===== src/hw/rtl/pbt_pkg.sv =====
// Package for the piece bitmap tracker: codes, controller types and shared constants.
package pbt_pkg;

  // Default bitmap capacity in pieces
  localparam int unsigned MaxPiecesDef = 65536;

  // Field widths fixed by the word format
  localparam int unsigned PieceW = 16;
  localparam int unsigned ByteIdxW = 13;
  localparam int unsigned CountW = 17;

  typedef enum logic [1:0] {
    CMD_LOAD    = 2'd0,
    CMD_MARK    = 2'd1,
    CMD_CHECK   = 2'd2,
    CMD_COMPARE = 2'd3
  } cmd_e;

  typedef enum logic [1:0] {
    STS_OK    = 2'd0,
    STS_RANGE = 2'd1,
    STS_NOCFG = 2'd2,
    STS_LEN   = 2'd3
  } status_e;

  typedef enum logic [1:0] {
    FSM_CLEAR,
    FSM_IDLE,
    FSM_EVAL,
    FSM_EMIT
  } fsm_e;

  // Controller to datapath commands
  typedef struct packed {
    logic clr_we;       // clearing pass writes one zero byte
    logic accept;       // input word taken, bitmap byte read
    logic single_fire;  // one-word result written, state committed
    logic multi_start;  // compare hit mask loaded for emission
    logic emit_fire;    // one compare hit written out
  } pbt_ctl_t;

  // Datapath to controller status
  typedef struct packed {
    logic clr_last;   // clearing pass at final byte
    logic slot_free;  // output register can take a word
    logic multi;      // compare found at least one missing piece
    logic emit_last;  // one hit left in the mask
  } pbt_sts_t;

endpackage


===== src/hw/rtl/pbt_ctrl.sv =====
// Controller state machine of the piece bitmap tracker.
module pbt_ctrl
  import pbt_pkg::*;
(
  input  logic     clk_i,
  input  logic     rst_ni,
  input  logic     s_axis_tvalid_i,
  output logic     s_axis_tready_o,
  input  pbt_sts_t sts_i,
  output pbt_ctl_t ctl_o
);

  fsm_e state_q, state_d;

  // State register
  always_ff @(posedge clk_i or negedge rst_ni) begin
    if (!rst_ni) begin
      state_q <= FSM_CLEAR;
    end else begin
      state_q <= state_d;
    end
  end

  // Next state
  always_comb begin
    state_d = state_q;
    case (state_q)
      FSM_CLEAR: begin
        if (sts_i.clr_last) state_d = FSM_IDLE;
      end
      FSM_IDLE: begin
        if (s_axis_tvalid_i) state_d = FSM_EVAL;
      end
      FSM_EVAL: begin
        if (sts_i.multi) state_d = FSM_EMIT;
        else if (sts_i.slot_free) state_d = FSM_IDLE;
      end
      FSM_EMIT: begin
        if (sts_i.slot_free && sts_i.emit_last) state_d = FSM_IDLE;
      end
      default: state_d = FSM_CLEAR;
    endcase
  end

  // Outputs
  always_comb begin
    ctl_o = '0;
    s_axis_tready_o = 1'b0;
    case (state_q)
      FSM_CLEAR: begin
        ctl_o.clr_we = 1'b1;
      end
      FSM_IDLE: begin
        s_axis_tready_o = 1'b1;
        ctl_o.accept = s_axis_tvalid_i;
      end
      FSM_EVAL: begin
        ctl_o.multi_start = sts_i.multi;
        ctl_o.single_fire = !sts_i.multi && sts_i.slot_free;
      end
      FSM_EMIT: begin
        ctl_o.emit_fire = sts_i.slot_free;
      end
      default: ctl_o = '0;
    endcase
  end

endmodule


===== config.mk =====
export PLATFORM = sky130hd
export DESIGN_NAME = pbt_ctrl
export DESIGN_NICKNAME = d
export VERILOG_FILES = /design/src/hw/rtl/pbt_pkg.sv /design/src/hw/rtl/pbt_ctrl.sv
export SDC_FILE = /design/constraint.sdc
export NUM_CORES = 1
export LEC_CHECK = 0
export ABC_AREA = 1
export BUFFER_PORTS_ARGS = -buffer_cell sky130_fd_sc_hd__buf_2
export CORE_AREA = 2 2 39 41
export DETAILED_ROUTE_END_ITERATION = 7
export DIE_AREA = 0 0 41 43
export PLACE_DENSITY = 0.47
export SLEW_MARGIN = 20
export SYNTH_ARGS = -nofsm -noshare
export SYNTH_HDL_FRONTEND = slang
export SYNTH_SLANG_ARGS = --single-unit
export TNS_END_PERCENT = 100

===== constraint.sdc =====
create_clock -name clk_i -period 1.8 [get_ports clk_i]
set_input_delay 0.09 -clock clk_i [delete_from_list [all_inputs] [get_ports clk_i]]
set_output_delay 0.09 -clock clk_i [all_outputs]
set_load 0.05 [all_outputs]

==> results_dict.tcl <==
set metrics [dict create \
    min_period_ns 1.47 \
    drv_cap 0 \
    synth.most_common_cell "nand2_1" \
    ff_latch_area_um2 50.0 \
    multi_input_area_um2 165 \
    num_vias 256 \
    rsz0062_at_grt "false" \
    synth_edf_count 0 \
    syn_area_per_cell_um2 6.65 \
    worst-path-max-fanout 4 \
    design.die.area_um2 1760 \
    status "finished clean" \
    cts_tree "built" \
    reg.largest.list "state_q x2" \
    highest_layer "met3" \
    core_area_um2 1380 \
    cp-startpoint "state_q[0]" \
    maxSlewHeadroom_pct 83.6 \
    rr_startpoint "state_q[0]" \
    boundaryPins 13 \
    finalSetupViolCount 0 \
    worst-r2r-cell-count 7 \
    synth_commonest_cells "11 x nand2_1, 9 x inv_1, 5 x ha_1" \
    finClkSkew_ns 0.00618 \
    clkLatencyLatePin_ns 0.22 \
    synthToLayoutAreaGrowth_pct 44.6 \
    synth_ff_type "dfrtp_1" \
    top_register "state_q" \
    clockBufferDepth 2 \
    final_cells 70 \
    largest_reg_flops 2 \
    cts-root-buf "clkbuf_4" \
    ant_nets 0 \
    cts-htree-levels 1 \
    ff2ff_setup_slack_ns 0.60 \
    cp_data_arrival_time_ns 1.38 \
    antenna_found_initial 0 \
    yosys_warnings 0 \
    async_flop_share_pct 100 \
    drc_errors 0 \
    dp_cells 66 \
    start_util_pct 18.3 \
    met2_wirelength_um 244 \
    hold_path_class "input port to asynchronous set/reset pin" \
    fill_cells 163 \
    peakVddDrop_v 0.000544 \
    die_h_um 43 \
    dp_hpwl_um 437 \
    synth_top_area_cell "ha_1" \
    rows 14 \
    place_congestion 0.616 \
    worstPathRequired_ns 1.71 \
    numClockSinks 2 \
    endpoint_kind "output pin" \
    leakagePower_nw 0.251 \
    wl_per_cell_um 7.11 \
    slew_viol_final 0 \
    crit_path_start_kind "flip-flop" \
    max_freq_mhz 680 \
    yosysUniqueCellTypes 12 \
    ys_seq_area_share_pct 19.8 \
    ys_ff_latch 2 \
    post_cts_buffers 0 \
    syn_nets 50 \
    hold_violations 0 \
    powerDensity_nw_per_um2 1610 \
    synthTopCellsByArea "ha_1 25%, dfrtp_1 20%, nand2_1 16%, inv_1 13%, o21bai_1 5.9%" \
    dieWidth_um 41 \
    dr.pass1.iters 2 \
    io_buffers 12 \
    grt_max_degree 5 \
    syn_area_um2 253 \
    netlist.area_leader.share_pct 24.8 \
    setup_tns_ns 0 \
    dr_wl_met3_um 24 \
    r2r_end "state_q[1]" \
    grt_overflow_total 0 \
    worstSetupPathType "flip-flop to output pin" \
    drive_gt1_share_pct 31.5 \
    wl_um 498 \
    drtIter0Drc 2 \
    vias_per_cell 3.66 \
    grt_pass1_wl_um 759 \
    wirelength_met1_um 228 \
    first_global_vias 219 \
    path_clk_slew_ns 0.03 \
    timing.final.crit_share_pct 81.7 \
    layout.nets 68 \
    synthCells 38 \
    tightest_slew_ns 0.248 \
    numCtsBuffers 3 \
    n_antenna_cell 0 \
    grt_use_total_pct 6.32 \
]
## layout by cell type, fill, tap and decap left out
master	count
a21boi_1	1
nand2_1	11
nor2_1	2
ha_1	5
dfrtp_1	2
clkbuf_4	3
inv_1	9
and3b_2	1
o21bai_1	2
buf_2	12
nand3_1	2
nand2_2	1
clkinv_1	1
a21oi_1	1
dlygate4sd3_1	1
## how the worst max path moves through the flow
| stage | depth (start not counted) | to | slack [ns] |
|---|---|---|---|
| after floorplan | 7 | state_q[0] | 0.32 |
| after global placement | 4 | ctl_o[2] | 0.59 |
| after detailed placement | 4 | ctl_o[2] | 0.56 |
| after CTS | 4 | ctl_o[2] | 0.32 |
| after global routing | 4 | ctl_o[2] | 0.25 |
| final | 4 | ctl_o[2] | 0.33 |
## worst max-delay path, cell delays in order, from the launching register on
cell and delay, ns:
dfrtp_1 0.40, inv_1 0.11, ha_1 0.21, and3b_2 0.18, buf_2 0.25
## logic make-up after synthesis
group / share of synthesized area [%]
flops: 19.8
buf+inv: 14.8
compound gates: 10.9
simple gates: 29.7
fa+ha+maj: 24.8
## metal layers
metal	up-vias	global-route usage, %
met2	6	9.69
met5	-	0
met4	0	4.00
met1	105	7.37
met3	0	1.57
li1	145	-
## cell type report
cell class / instances / area share (%)
Multi-Input combinational cell: 26 / 45.2
Timing Repair Buffer: 13 / 19.2
Sequential cell: 2 / 13.7
Inverter: 10 / 10.3
Clock buffer: 3 / 6.16
Tap cell: 16 / 5.48
## report_power, final
group	internal (W)	leakage, nW	switching, W	total [W]
registers	0.0000659	0.0249	0.0000186	0.0000845
logic	0.000123	0.212	0.000284	0.000407
clock network	0.0000735	0.0138	0.0000250	0.0000986
total	0.000262	0.251	0.000327	0.000590
## per-stage QoR
stage               utilization [%]  hold WS (ns)  total power [W]  worst slack, ns  instance area [um2]
floorplan                         -        -0.206         0.000419            0.317                  253
global placement               24.1        -0.122         0.000498            0.592                  333
detailed placement             24.1        -0.122         0.000495            0.565                  333
CTS                            26.4         0.172         0.000602            0.319                  365
global route                   26.4         0.189         0.000638            0.253                  365
finish                         26.4         0.179         0.000590            0.330                  365
## repair_timing
item | in CTS | in global routing
gates resized for setup | 0 | 0
hold buffers | 1 | 0
hold endpoints to repair | 2 | 0
(Power assumes the default switching activity.)
